--- config.mk ---
export PLATFORM = sky130hd
export DESIGN_NAME = cosine_similarity_engine_core_flat
export DESIGN_NICKNAME = d
export VERILOG_FILES = /design/src/csim_pkg.sv /design/src/csim_if.sv /design/src/cosine_similarity_engine_core.sv /design/src/csim_fifo.sv /design/src/csim_front.sv /design/src/csim_back.sv /design/src/flat_wrapper.sv
export SDC_FILE = /design/constraint.sdc
export NUM_CORES = 2
export LEC_CHECK = 0
export ABC_AREA = 0
export BUFFER_PORTS_ARGS = -buffer_cell sky130_fd_sc_hd__buf_2
export CAP_MARGIN = 0
export CORE_MARGIN = 2
export CORE_UTILIZATION = 45
export DETAILED_ROUTE_END_ITERATION = 10
export PLACE_DENSITY_LB_ADDON = 0.1
export REMOVE_ABC_BUFFERS = 1
export SETUP_SLACK_MARGIN = 0.05
export SYNTH_ARGS = -nofsm -noshare
export SYNTH_HDL_FRONTEND = slang
export SYNTH_SLANG_ARGS = --single-unit
--- constraint.sdc ---
create_clock -name i_clk -period 16.2 [get_ports i_clk]
set_clock_uncertainty 0.2 [all_clocks]
set_input_delay 1.62 -clock i_clk [delete_from_list [all_inputs] [get_ports i_clk]]
set_output_delay 1.62 -clock i_clk [all_outputs]
set_load 0.02 [all_outputs]
--- src/csim_pkg.sv ---
// Shared types and constants for the cosine similarity engine.
// No dependencies; every other file imports this package.
package csim_pkg;

    localparam int ELEM_W = 16;     // Q1.15 element width
    localparam int SIM_W  = 16;     // Q1.15 result width
    localparam int FRAC_W = 15;     // fraction bits of the result
    localparam int PROD_W = 2 * ELEM_W;

    localparam logic signed [SIM_W-1:0] SIM_MAX = 16'sh7FFF;
    localparam logic signed [SIM_W-1:0] SIM_MIN = 16'sh8000;

    // Back-end sequencer states
    typedef enum logic [2:0] {
        S_IDLE,
        S_MUL,
        S_SQRT,
        S_DIV,
        S_FIN
    } t_back_state;

endpackage

--- src/csim_if.sv ---
// Handshake channels of the cosine similarity engine: input and result words.
// Depends on csim_pkg.
interface csim_in_if;
    import csim_pkg::*;
    logic                     valid;
    logic                     ready;
    logic signed [ELEM_W-1:0] elem_a;
    logic signed [ELEM_W-1:0] elem_b;
    logic                     is_last;

    modport source (output valid, elem_a, elem_b, is_last, input ready);
    modport sink   (input valid, elem_a, elem_b, is_last, output ready);
endinterface

interface csim_out_if;
    import csim_pkg::*;
    logic                    valid;
    logic                    ready;
    logic signed [SIM_W-1:0] similarity;
    logic                    too_long;

    modport source (output valid, similarity, too_long, input ready);
    modport sink   (input valid, similarity, too_long, output ready);
endinterface

--- src/cosine_similarity_engine_core.sv ---
// Cosine similarity engine, top level: front accumulator, job queue, back end.
// Depends on csim_pkg, csim_if, csim_front, csim_fifo and csim_back.
//
// The block takes one pair of signed Q1.15 elements per word on i_in and
// accumulates the dot product and both squared norms exactly. The word with
// is_last set closes the vector and yields one result word on o_out:
// trunc(dot * 2^15 / floor(sqrt(norm_a * norm_b))), saturated to the Q1.15
// range, or 0 when either norm is zero. More than MAX_LEN pairs in a vector
// give similarity 0 with too_long set; the surplus pairs are not summed.
// Words that are not last never produce a result. The front takes one word
// per cycle while the job queue has room; each word passes the product
// register and then the accumulator. Each closed vector queues a job for
// the back end, which works one job at a time: it takes the job, runs a
// shift-add multiply of the norms, a bit-pair square root and a restoring
// divide, then loads the result register. A run of closed vectors that come
// faster than the back end finishes them stalls i_in once the two-entry job
// queue fills. The result register holds a word until taken while the back
// end goes on with the next job.
module cosine_similarity_engine_core #(
    parameter int MAX_LEN = 4096       // 1 .. 65536
) (
    input  logic       i_clk,
    input  logic       i_rst_n,
    csim_in_if.sink    i_in,
    csim_out_if.source o_out
);
    import csim_pkg::*;

    // Accumulator width: |sum| <= MAX_LEN * 2^30, plus sign
    localparam int ACC_W = $clog2(MAX_LEN) + 32;
    // Pair count saturates at MAX_LEN + 1
    localparam int CNT_W = $clog2(MAX_LEN + 2);
    localparam int JOB_W = 3 * ACC_W + 1;

    logic             fr_job_vld;
    logic             fr_job_rdy;
    logic [JOB_W-1:0] fr_job_data;
    logic             bk_job_vld;
    logic             bk_job_rdy;
    logic [JOB_W-1:0] bk_job_data;

    // Accumulate; push one job per closed vector
    csim_front #(
        .MAX_LEN (MAX_LEN),
        .ACC_W   (ACC_W),
        .CNT_W   (CNT_W)
    ) u_front (
        .i_clk      (i_clk),
        .i_rst_n    (i_rst_n),
        .i_in       (i_in),
        .o_job_vld  (fr_job_vld),
        .i_job_rdy  (fr_job_rdy),
        .o_job_data (fr_job_data)
    );

    // Hold up to two closed vectors while the back end is busy
    csim_fifo #(
        .WIDTH (JOB_W),
        .DEPTH (2)
    ) u_fifo (
        .i_clk       (i_clk),
        .i_rst_n     (i_rst_n),
        .i_push_vld  (fr_job_vld),
        .o_push_rdy  (fr_job_rdy),
        .i_push_data (fr_job_data),
        .o_pop_vld   (bk_job_vld),
        .i_pop_rdy   (bk_job_rdy),
        .o_pop_data  (bk_job_data)
    );

    // Multiply the norms, root, divide and saturate; drive the result word
    csim_back #(
        .ACC_W (ACC_W)
    ) u_back (
        .i_clk      (i_clk),
        .i_rst_n    (i_rst_n),
        .i_job_vld  (bk_job_vld),
        .o_job_rdy  (bk_job_rdy),
        .i_job_data (bk_job_data),
        .o_out      (o_out)
    );

endmodule

--- src/csim_fifo.sv ---
// Short register queue that parts the accumulate front from the divide back.
// Depends on csim_pkg (no items used beyond the house import).
module csim_fifo #(
    parameter int WIDTH = 8,
    parameter int DEPTH = 2        // power of two, at least 2
) (
    input  logic             i_clk,
    input  logic             i_rst_n,
    input  logic             i_push_vld,
    output logic             o_push_rdy,
    input  logic [WIDTH-1:0] i_push_data,
    output logic             o_pop_vld,
    input  logic             i_pop_rdy,
    output logic [WIDTH-1:0] o_pop_data
);
    import csim_pkg::*;

    localparam int AW = $clog2(DEPTH);
    localparam int CW = $clog2(DEPTH + 1);

    logic [WIDTH-1:0] r_mem [DEPTH];
    logic [AW-1:0]    r_wr_ptr;
    logic [AW-1:0]    r_rd_ptr;
    logic [CW-1:0]    r_count;
    logic             push;
    logic             pop;

    assign o_push_rdy = (r_count != CW'(DEPTH));
    assign o_pop_vld  = (r_count != '0);
    assign o_pop_data = r_mem[r_rd_ptr];
    assign push       = i_push_vld && o_push_rdy;
    assign pop        = o_pop_vld && i_pop_rdy;

    always_ff @(posedge i_clk) begin
        if (!i_rst_n) begin
            r_wr_ptr <= '0;
            r_rd_ptr <= '0;
            r_count  <= '0;
        end else begin
            if (push) begin
                r_wr_ptr <= r_wr_ptr + AW'(1);
            end
            if (pop) begin
                r_rd_ptr <= r_rd_ptr + AW'(1);
            end
            if (push && !pop) begin
                r_count <= r_count + CW'(1);
            end else if (pop && !push) begin
                r_count <= r_count - CW'(1);
            end
        end
    end

    always_ff @(posedge i_clk) begin
        if (push) begin
            r_mem[r_wr_ptr] <= i_push_data;
        end
    end

endmodule

--- src/csim_front.sv ---
// Front end: takes element pairs, registers the three products, accumulates
// them and queues one job per vector. Depends on csim_pkg and csim_if.
module csim_front #(
    parameter int MAX_LEN = 4096,
    parameter int ACC_W   = 44,
    parameter int CNT_W   = 13
) (
    input  logic               i_clk,
    input  logic               i_rst_n,
    csim_in_if.sink            i_in,
    output logic               o_job_vld,
    input  logic               i_job_rdy,
    output logic [3*ACC_W:0]   o_job_data
);
    import csim_pkg::*;

    // product stage
    logic                     r_s1_vld;
    logic                     r_s1_last;
    logic signed [PROD_W-1:0] r_s1_ab;
    logic [PROD_W-2:0]        r_s1_aa;
    logic [PROD_W-2:0]        r_s1_bb;

    logic signed [PROD_W-1:0] p_ab;
    logic signed [PROD_W-1:0] p_aa;
    logic signed [PROD_W-1:0] p_bb;

    // accumulators
    logic signed [ACC_W-1:0] r_dot;
    logic [ACC_W-1:0]        r_na;
    logic [ACC_W-1:0]        r_nb;
    logic [CNT_W-1:0]        r_cnt;
    logic signed [ACC_W-1:0] n_dot;
    logic [ACC_W-1:0]        n_na;
    logic [ACC_W-1:0]        n_nb;
    logic [CNT_W-1:0]        n_cnt;

    logic s1_drain;
    logic in_take;
    logic too_long;

    assign p_ab = i_in.elem_a * i_in.elem_b;
    assign p_aa = i_in.elem_a * i_in.elem_a;
    assign p_bb = i_in.elem_b * i_in.elem_b;

    // hold a last word in the product stage until the queue has room
    assign s1_drain   = r_s1_vld && (!r_s1_last || i_job_rdy);
    assign i_in.ready = !r_s1_vld || s1_drain;
    assign in_take    = i_in.valid && i_in.ready;
    assign o_job_vld  = r_s1_vld && r_s1_last;

    always_comb begin
        if (r_cnt < CNT_W'(MAX_LEN)) begin
            n_dot = r_dot + {{(ACC_W-PROD_W){r_s1_ab[PROD_W-1]}}, r_s1_ab};
            n_na  = r_na + {{(ACC_W-PROD_W+1){1'b0}}, r_s1_aa};
            n_nb  = r_nb + {{(ACC_W-PROD_W+1){1'b0}}, r_s1_bb};
            n_cnt = r_cnt + CNT_W'(1);
        end else begin
            n_dot = r_dot;
            n_na  = r_na;
            n_nb  = r_nb;
            n_cnt = CNT_W'(MAX_LEN + 1);
        end
    end

    assign too_long   = (n_cnt > CNT_W'(MAX_LEN));
    assign o_job_data = {too_long, n_dot, n_na, n_nb};

    always_ff @(posedge i_clk) begin
        if (!i_rst_n) begin
            r_s1_vld <= 1'b0;
        end else if (i_in.ready) begin
            r_s1_vld <= i_in.valid;
        end
    end

    always_ff @(posedge i_clk) begin
        if (in_take) begin
            r_s1_last <= i_in.is_last;
            r_s1_ab   <= p_ab;
            r_s1_aa   <= p_aa[PROD_W-2:0];
            r_s1_bb   <= p_bb[PROD_W-2:0];
        end
    end

    always_ff @(posedge i_clk) begin
        if (!i_rst_n) begin
            r_dot <= '0;
            r_na  <= '0;
            r_nb  <= '0;
            r_cnt <= '0;
        end else if (s1_drain) begin
            if (r_s1_last) begin
                // vector done: clear for the next one
                r_dot <= '0;
                r_na  <= '0;
                r_nb  <= '0;
                r_cnt <= '0;
            end else begin
                r_dot <= n_dot;
                r_na  <= n_na;
                r_nb  <= n_nb;
                r_cnt <= n_cnt;
            end
        end
    end

endmodule

--- src/csim_back.sv ---
// Back end: per job, shift-add multiply of the norms, bit-pair square root,
// restoring divide and saturation into the result register. Depends on csim_pkg.
module csim_back #(
    parameter int ACC_W = 44
) (
    input  logic             i_clk,
    input  logic             i_rst_n,
    input  logic             i_job_vld,
    output logic             o_job_rdy,
    input  logic [3*ACC_W:0] i_job_data,
    csim_out_if.source       o_out
);
    import csim_pkg::*;

    localparam int STEP_W = $clog2(ACC_W + 1);

    t_back_state r_state;
    t_back_state n_state;

    logic [STEP_W-1:0]       r_step;
    logic [2*ACC_W-1:0]      r_prod;
    logic [ACC_W-1:0]        r_mc;
    logic [ACC_W+1:0]        r_rem;
    logic [ACC_W-1:0]        r_root;
    logic [ACC_W-1:0]        r_drem;
    logic [SIM_W-1:0]        r_dlow;
    logic [SIM_W-1:0]        r_q;
    logic [ACC_W-1:0]        r_dmag;
    logic                    r_neg;
    logic                    r_zero;
    logic                    r_tl;

    logic                    r_out_vld;
    logic signed [SIM_W-1:0] r_out_sim;
    logic                    r_out_tl;

    // job fields
    logic                    j_tl;
    logic signed [ACC_W-1:0] j_dot;
    logic [ACC_W-1:0]        j_na;
    logic [ACC_W-1:0]        j_nb;

    // datapath terms
    logic [ACC_W:0]          mul_sum;
    logic [ACC_W+3:0]        sq_sh;
    logic [ACC_W+3:0]        sq_trial;
    logic                    sq_ge;
    logic [ACC_W:0]          dv_sh;
    logic                    dv_ge;
    logic signed [SIM_W-1:0] sat_sim;
    logic                    out_free;
    logic                    step_end;

    assign {j_tl, j_dot, j_na, j_nb} = i_job_data;

    assign mul_sum  = {1'b0, r_prod[2*ACC_W-1:ACC_W]} + (r_prod[0] ? {1'b0, r_mc} : '0);
    assign sq_sh    = {r_rem, r_prod[2*ACC_W-1 -: 2]};
    assign sq_trial = {2'b00, r_root, 2'b01};
    assign sq_ge    = (sq_sh >= sq_trial);
    assign dv_sh    = {r_drem, r_dlow[SIM_W-1]};
    assign dv_ge    = (dv_sh >= {1'b0, r_root});

    always_comb begin
        if (r_zero) begin
            sat_sim = '0;
        end else if (r_neg) begin
            sat_sim = (r_q > SIM_W'(2**FRAC_W)) ? SIM_MIN : -$signed(r_q);
        end else begin
            sat_sim = (r_q > SIM_W'(2**FRAC_W - 1)) ? SIM_MAX : $signed(r_q);
        end
    end

    assign out_free = !r_out_vld || o_out.ready;

    always_comb begin
        n_state   = r_state;
        o_job_rdy = 1'b0;
        step_end  = 1'b0;
        case (r_state)
            S_IDLE: begin
                o_job_rdy = 1'b1;
                if (i_job_vld) begin
                    if (j_tl || j_na == '0 || j_nb == '0) begin
                        n_state = S_FIN;
                    end else begin
                        n_state = S_MUL;
                    end
                end
            end
            S_MUL: begin
                step_end = (r_step == STEP_W'(ACC_W - 1));
                if (step_end) begin
                    n_state = S_SQRT;
                end
            end
            S_SQRT: begin
                step_end = (r_step == STEP_W'(ACC_W - 1));
                if (step_end) begin
                    n_state = S_DIV;
                end
            end
            S_DIV: begin
                step_end = (r_step == STEP_W'(SIM_W - 1));
                if (step_end) begin
                    n_state = S_FIN;
                end
            end
            S_FIN: begin
                if (out_free) begin
                    n_state = S_IDLE;
                end
            end
            default: begin
                n_state = S_IDLE;
            end
        endcase
    end

    always_ff @(posedge i_clk) begin
        if (!i_rst_n) begin
            r_state <= S_IDLE;
        end else begin
            r_state <= n_state;
        end
    end

    always_ff @(posedge i_clk) begin
        if (!i_rst_n) begin
            r_step <= '0;
        end else if (r_state == S_IDLE || step_end) begin
            r_step <= '0;
        end else begin
            r_step <= r_step + STEP_W'(1);
        end
    end

    always_ff @(posedge i_clk) begin
        case (r_state)
            S_IDLE: begin
                if (i_job_vld) begin
                    r_tl   <= j_tl;
                    r_zero <= j_tl || j_na == '0 || j_nb == '0;
                    r_neg  <= j_dot[ACC_W-1];
                    r_dmag <= j_dot[ACC_W-1] ? ACC_W'(-j_dot) : ACC_W'(j_dot);
                    r_prod <= {{ACC_W{1'b0}}, j_na};
                    r_mc   <= j_nb;
                end
            end
            S_MUL: begin
                r_prod <= {mul_sum, r_prod[ACC_W-1:1]};
                if (step_end) begin
                    r_rem  <= '0;
                    r_root <= '0;
                end
            end
            S_SQRT: begin
                // consume two product bits per step, MSB first
                r_prod <= {r_prod[2*ACC_W-3:0], 2'b00};
                r_rem  <= sq_ge ? (ACC_W+2)'(sq_sh - sq_trial) : sq_sh[ACC_W+1:0];
                r_root <= {r_root[ACC_W-2:0], sq_ge};
                if (step_end) begin
                    r_drem <= {1'b0, r_dmag[ACC_W-1:1]};
                    r_dlow <= {r_dmag[0], {(SIM_W-1){1'b0}}};
                    r_q    <= '0;
                end
            end
            S_DIV: begin
                r_drem <= dv_ge ? ACC_W'(dv_sh - {1'b0, r_root}) : dv_sh[ACC_W-1:0];
                r_dlow <= {r_dlow[SIM_W-2:0], 1'b0};
                r_q    <= {r_q[SIM_W-2:0], dv_ge};
            end
            default: begin
            end
        endcase
    end

    always_ff @(posedge i_clk) begin
        if (!i_rst_n) begin
            r_out_vld <= 1'b0;
        end else if (r_state == S_FIN && out_free) begin
            r_out_vld <= 1'b1;
        end else if (o_out.ready) begin
            r_out_vld <= 1'b0;
        end
    end

    always_ff @(posedge i_clk) begin
        if (r_state == S_FIN && out_free) begin
            r_out_sim <= sat_sim;
            r_out_tl  <= r_tl;
        end
    end

    assign o_out.valid      = r_out_vld;
    assign o_out.similarity = r_out_sim;
    assign o_out.too_long   = r_out_tl;

endmodule

--- src/flat_wrapper.sv ---
// flat-port wrapper written by rule: the top's interface ports become plain ports
module cosine_similarity_engine_core_flat import csim_pkg::*;
#(
    parameter int MAX_LEN = 4096                    
)
  (i_clk, i_rst_n, i_in_valid, i_in_elem_a, i_in_elem_b, i_in_is_last, i_in_ready, o_out_valid, o_out_similarity, o_out_too_long, o_out_ready);
  csim_in_if i_in_i ();
  csim_out_if o_out_i ();
  input  logic i_clk;
  input  logic i_rst_n;
  input wire logic [$bits(i_in_i.valid)-1:0] i_in_valid;
  input wire logic [$bits(i_in_i.elem_a)-1:0] i_in_elem_a;
  input wire logic [$bits(i_in_i.elem_b)-1:0] i_in_elem_b;
  input wire logic [$bits(i_in_i.is_last)-1:0] i_in_is_last;
  output wire logic [$bits(i_in_i.ready)-1:0] i_in_ready;
  output wire logic [$bits(o_out_i.valid)-1:0] o_out_valid;
  output wire logic [$bits(o_out_i.similarity)-1:0] o_out_similarity;
  output wire logic [$bits(o_out_i.too_long)-1:0] o_out_too_long;
  input wire logic [$bits(o_out_i.ready)-1:0] o_out_ready;
  assign i_in_i.valid = i_in_valid;
  assign i_in_i.elem_a = i_in_elem_a;
  assign i_in_i.elem_b = i_in_elem_b;
  assign i_in_i.is_last = i_in_is_last;
  assign i_in_ready = i_in_i.ready;
  assign o_out_valid = o_out_i.valid;
  assign o_out_similarity = o_out_i.similarity;
  assign o_out_too_long = o_out_i.too_long;
  assign o_out_i.ready = o_out_ready;
  cosine_similarity_engine_core #(.MAX_LEN(MAX_LEN)) u_core (.i_clk(i_clk), .i_rst_n(i_rst_n), .i_in(i_in_i), .o_out(o_out_i));
endmodule
---- Word-level counts from Yosys, hierarchy flattened ----
Memory sizes are Yosys's and may differ from the RTL's. A register that Yosys moved wholly into a read port is not among the register bits.
Cells that the tools add are included.
cells by class
  $add $sub $neg .......................... 14
  multipliers ............................. 3
  divide/modulo/power cells ............... 0
  magnitude comparators ................... 6
  equality and inequality tests ........... 14
  shift-type cells ........................ 0
  multiplexer cells ....................... 44
  bitwise gates (word level) .............. 1
  reductions and logical operators ........ 35
operators by type and width
  kind                                                              number
  two-way mux 44 bit                                                10
  one-hot mux 88 bit (3 select lines)                               1
  one-hot mux 44 bit (2 select lines)                               2
  two-way mux 46 bit                                                2
  one-hot mux 46 bit (2 select lines)                               1
  adder 44 x 31 -> 44 bit                                           2
  logical NOT 44 bit                                                2
  two-way mux 88 bit                                                1
  two-way mux 16 bit                                                5
  one-hot mux 16 bit (2 select lines)                               2
  multiplier 16 x 16 -> 31 bit                                      2
  >= comparator 48 x 46 -> 1 bit                                    1
  subtractor 46 bit                                                 1
  adder 44 x 45 -> 45 bit                                           1
  >= comparator 45 x 44 -> 1 bit                                    1
  adder 44 bit                                                      1
  negation 44 bit                                                   1
  subtractor 44 bit                                                 1
  two-way mux 43 bit                                                1
  multiplier 16 x 16 -> 32 bit                                      1
  two-way mux 13 bit                                                2
  two-way mux 3 bit                                                 6
  greater-than comparator 16 x 15 -> 1 bit (second input constant)  1
  greater-than comparator 16 bit (second input constant)            1
  29 further kinds                                                  68
word-level totals
  register bits after elaboration ......... 617
  bits in latches ......................... 0
  bits in writable memories ............... 266
  ROM bits ................................ 0
  input bits .............................. 37
  output and inout port bits .............. 19
  logic and storage cells ................. 147
  memories ................................ 1
memories
  memory               words  width  read ports  clocked after Yosys merged registers in  write ports  line             RTL
  u_core.u_fifo.r_mem  2      133    1           1                                        1            csim_fifo.sv:21  logic [WIDTH-1:0] r_mem [DEPTH];

---- Depth between registers and ports, before layout ----
  depth after elaboration ................. 6
  depth in mapped cells ................... 28
  gate-level depth less buffers ........... 27

---- By module ----
Synthesis repeated with hierarchy kept, for this count alone.
unflattened totals
  cells, all modules ...................... 7557
  area total of the unflattened synthesis .. 75486.1 um^2
by module, submodules not included
  module      instances  cells each  area an instance (um^2)  sequential area each (um^2)
  csim_front  1          4735        41937.7                  5715.5
  csim_back   1          2384        23426.2                  10620.2
  csim_fifo   1          438         10122.2                  8087.8

---- Worst setup path before layout ----
No wires, ideal clock.
  kind .................................... register to register
  start ................................... register u_core.u_back.r_state[2]
  end ..................................... register u_core.u_fifo.r_count[1]
  setup time .............................. 0.076 ns
  data arrival time ....................... 10.924 ns
  data required time ...................... 15.924 ns
  slack ................................... 5.000 ns
  cell stages (with the launch flop) ...... 8
  path buffers ............................ 2
  clock period less this slack ............ 11.200 ns
  path through ............................ dfxtp_1 -> clkbuf_1 -> clkbuf_1 -> nor4_1 -> inv_1 -> ha_1 -> or3_1 -> a21boi_0
on the way
  cells in the longest elaborated chain, start to end .. 6
  elaborated cells between the ends (all ways) .. 8
  those cells by class .................... mux (2); reduce/logical (6)
RTL lines
  item                                                            line              RTL
  start: declaration                                              csim_back.sv:17   t_back_state r_state;
  start signal: assignment                                        csim_back.sv:123  r_state <= n_state;
  logical NOT 3 bit *                                             csim_back.sv:79   case (r_state)
  two-way mux 1 bit *                                             csim_back.sv:79
  logical AND 1 bit *                                             csim_fifo.sv:32   assign pop = o_pop_vld && i_pop_rdy;
  named net u_core.u_fifo.pop                                     csim_fifo.sv:26   logic pop;
  logical NOT 1 bit                                               csim_fifo.sv:46   if (push && !pop) begin
  logical AND 1 bit                                               csim_fifo.sv:46
  two-way mux 2 bit / nonzero test 2 bit (equally long branches)  -
  end signal: assignment                                          csim_fifo.sv:47   r_count <= r_count + CW'(1);
  end signal: assignment                                          csim_fifo.sv:49   r_count <= r_count - CW'(1);
  end: declaration                                                csim_fifo.sv:24   logic [CW-1:0] r_count;
Mark *: on every way through the listed nets, which the timed path passes. The rest lies on a longest branch.
A chain may end at the register's enable or synchronous reset.

---- Worst setup path after layout ----
  start ................................... input i_in_elem_b[7]
  end ..................................... register u_core.u_front.r_s1_bb[30], data pin
on the way
  cells in the longest elaborated chain, start to end .. 1
RTL lines
  item                               line                RTL
  start: declaration                 flat_wrapper.sv:13  input wire logic [$bits(i_in_i.elem_b)-1:0] i_in_elem_b;
  multiplier 16 x 16 -> 31 bit       csim_front.sv:44    assign p_bb = i_in.elem_b * i_in.elem_b;
  named net u_core.u_front.p_bb[30]  csim_front.sv:26    logic signed [PROD_W-1:0] p_bb;
  end signal: assignment             csim_front.sv:82    r_s1_bb <= p_bb[PROD_W-2:0];
  end: declaration                   csim_front.sv:22    logic [PROD_W-2:0] r_s1_bb;
The timed path passes the listed nets, and every way through them passes these cells.

==> impl_metrics.csv <==
group,metric,value,unit
status,status,"complete, no violations",
critical_path,cp_top_family,"adder cells",
sta,period_needed,8.549,ns
place,dp_slack,6.988,ns
sta,fin_crit_sh,52.77,%
floorplanning,dieArea,168700,um2
place,io_buffers,55,
grt,grt_first_pass_wirelength,293.0,mm
sta,fmax,117.0,MHz
clock_network,cts_sinks,867,
power,finalPower,0.01857,W
yosys,syn_area,74430,um2
yosys,yosysTopAreaCellShare,28.48,%
yosys,yosys.cell_types.count,97,
grt,grt_pass1_vias,52478,
cells_and_area,multiInputGateArea,44910,um2
clock_network,cts_buffers,97,
drt,firstDrtPassIters,7,
critical_path,cp-start-kind,"input pin",
clock_network,cts-root-buf,"clkbuf_16",
yosys,synth_edf_count,706,
cells_and_area,layout_common_cells,"inv_1, fa_1, edfxtp_1, nand2_1, ha_1",
critical_path,reg2reg_depth,10,
place,place_area,76840,um2
critical_path,path_max_fanout,26,
cells_and_area,final_nets,8655,
critical_path,critPathKind,"in2reg",
cells_and_area,n_antenna_cell,0,
yosys,synth_ff_type,"edfxtp_1",
critical_path,path_buf_inv,4,
critical_path,cp-end-kind,"register",
power,power_density,231.6,nW/um2
drt,drc,0,
drt,drt_iter0_drc,3034,
cells_and_area,areaGrowthSynthToFinish,7.749,%
clock_network,clkTransAtPathRegs,0.06,ns
grt,antenna_found_initial,3,
clock_network,insertion_delay,0.72,ns
yosys,yosysTopAreaCell,"edfxtp_1",
sta,setup_ws,7.651,ns
min_path,min_to,"u_core.u_back.o_out.too_long",
clock_network,cts_tree,"built",
clock_network,hold_buffers,0,
drt,wl_per_cell,18.93,um
drt,via_per_inst,5.311,
yosys,yosys_warnings,0,
yosys,yosysSeqAreaShare,32.81,%
clock_network,clockBufferDepth,3,
min_path,hold_class,"reg2reg",
cells_and_area,final_common_cell,"inv_1",
sta,rsz0062_at_grt,"false",
critical_path,max_stage_delay,0.58,ns
sta,timing.hold.ws,0.2373,ns
grt,grt_use_total,21.92,%
yosys,synth_area_leaders,"edfxtp_1, fa_1, ha_1, inv_1, dfxtp_1",
critical_path,arrival,8.79,ns
floorplanning,die_h,410.7,um
yosys,async_flop_share,0,%
sta,finalSetupViolCount,0,
power,p_leak,34.81,nW
critical_path,r2r_slack,11.22,ns
sta,setup_tns,0,ns
run,max_cap_viol_count,0,
yosys,ys_ff_latch,867,
clock_network,cts_setup_buffers,0,
critical_path,crit_cells,25,
drt,vias,51322,
floorplanning,core_area,164600,um2
cells_and_area,post-route-cell-area,80200,um2
drt,wl,182.9,mm
critical_path,r2r-end,"u_core.u_back.r_state[0]",
floorplanning,start_util,45.22,%
clock_network,cts_htree_levels,3,
sta,hold_violations,0,
clock_network,cts_resized,0,
critical_path,cpMostUsedCell,"fa_1",
critical_path,crit_required,16.44,ns
floorplanning,rows,149,
sta,tightest_slew,1.328,ns
min_path,hp-start,"u_core.u_back.r_tl",
grt,grt_max_degree,94,
floorplanning,ioPinCount,56,
place,hpwl,137.8,mm
grt,grt-ovfl-total,0,
sta,max-slew-margin-rel,11.27,%
yosys,syn-mean-instance-area,9.956,um2
power,ir_drop,0.2644,mV
cells_and_area,ff_latch_area,24430,um2
cells_and_area,fillers,15371,
yosys,syn_inst,7476,
sta,slew_viol_final,0,
critical_path,worst_path_max_delay_cell,"fa_1",
cells_and_area,drive_above_1_share,5.552,%
drt,ant_nets,0,
min_path,hold_depth,0,
floorplanning,dieWidth,410.7,um
place,place.gp.congestion,0.8678,
-- metrics by stage --
step | utilization, % | cells
2_1_floorplan | - | 7183
3_5_place_dp | 46.68 | 9482
4_1_cts | 48.72 | 9664
3_3_place_gp | 46.68 | 9482
6_report | 48.72 | 9664
5_1_grt | 48.72 | 9664
-- worst max-delay path by stage --
stage / startpoint / slack, ns / endpoint
6_report: i_in_elem_b[7] / 7.65 / u_core.u_front.r_s1_bb[30]
2_1_floorplan: u_core.u_back.r_state[1] / 5.14 / u_core.u_fifo.r_count[1]
4_1_cts: i_in_elem_b[7] / 7.74 / u_core.u_front.r_s1_bb[30]
3_3_place_gp: i_in_elem_b[7] / 7.06 / u_core.u_front.r_s1_bb[30]
5_1_grt: i_in_elem_a[15] / 7.27 / u_core.u_front.r_s1_ab[31]
3_5_place_dp: i_in_elem_a[15] / 6.99 / u_core.u_front.r_s1_ab[31]
-- final cells by class --
cell class | count | share of cell area [%]
Timing Repair Buffer | 110 | 0.8768
Inverter | 1081 | 5.059
Clock buffer | 117 | 3.211
Clock inverter | 65 | 0.9766
Tap cell | 2189 | 3.415
Sequential cell | 867 | 30.46
Multi-Input combinational cell | 5235 | 56.00
-- synthesized netlist by cell type, types with 46 or more instances --
library cell,number
nor2b_1,112
o21ai_0,448
and3_1,50
dfxtp_1,161
a31oi_1,52
clkbuf_1,248
xor2_1,145
edfxtp_1,706
o21bai_1,54
a22oi_1,100
inv_1,1073
a21o_1,182
mux2i_1,120
a21oi_1,349
and2_1,246
nand4_1,53
o21a_1,46
nor2_1,480
nand2_1,665
nand3_1,90
xnor2_1,260
nand2b_1,51
fa_1,724
nor3_1,59
ha_1,502
mux2_2,67
-- flip-flops by register name, summed over array words and instances (netlist names), 6 cells and up, named ones only --
name,flops
u_core.u_fifo.r_mem,266
u_core.u_front.r_s1_ab,32
u_core.u_back.r_prod,88
u_core.u_back.r_drem,44
u_core.u_front.r_cnt,13
u_core.u_front.r_dot,44
u_core.u_back.r_rem,46
u_core.u_back.r_mc,44
u_core.u_back.o_out.similarity,16
u_core.u_front.r_na,44
u_core.u_front.r_s1_aa,30
u_core.u_back.r_step,6
u_core.u_front.r_s1_bb,30
u_core.u_back.r_root,44
u_core.u_back.r_q,16
u_core.u_front.r_nb,44
u_core.u_back.r_dmag,44
-- where the power goes --
| part | switching [W] | internal [W] | leakage [nW] | total, W |
|---|---|---|---|---|
| Combinational | 0.00729 | 0.00503 | 25.5 | 0.0123 |
| Clock | 0.000955 | 0.00137 | 1.60 | 0.00232 |
| Sequential | 0.000279 | 0.00366 | 7.76 | 0.00394 |
| Total | 0.00852 | 0.0101 | 34.8 | 0.0186 |
-- cell families after synthesis --
| kind of cell | synth area share (%) |
|---|---|
| AO/OA/AOI/OAI | 12.63 |
| XOR/XNOR | 4.766 |
| adder cells (fa/ha/maj) | 27.91 |
| buffers and inverters | 6.999 |
| flip-flops | 32.81 |
| multiplexers | 2.627 |
| AND/OR/NAND/NOR | 12.26 |
-- per-layer routing --
layer,vias up,wire length (um),GRT usage (%)
li1,24989,-,-
met2,962,83070,35.38
met4,2,4223,5.870
met1,25151,88340,31.50
met3,218,7252,2.194
met5,-,14,0
No activity file was read; power rests on OpenSTA's default activity.
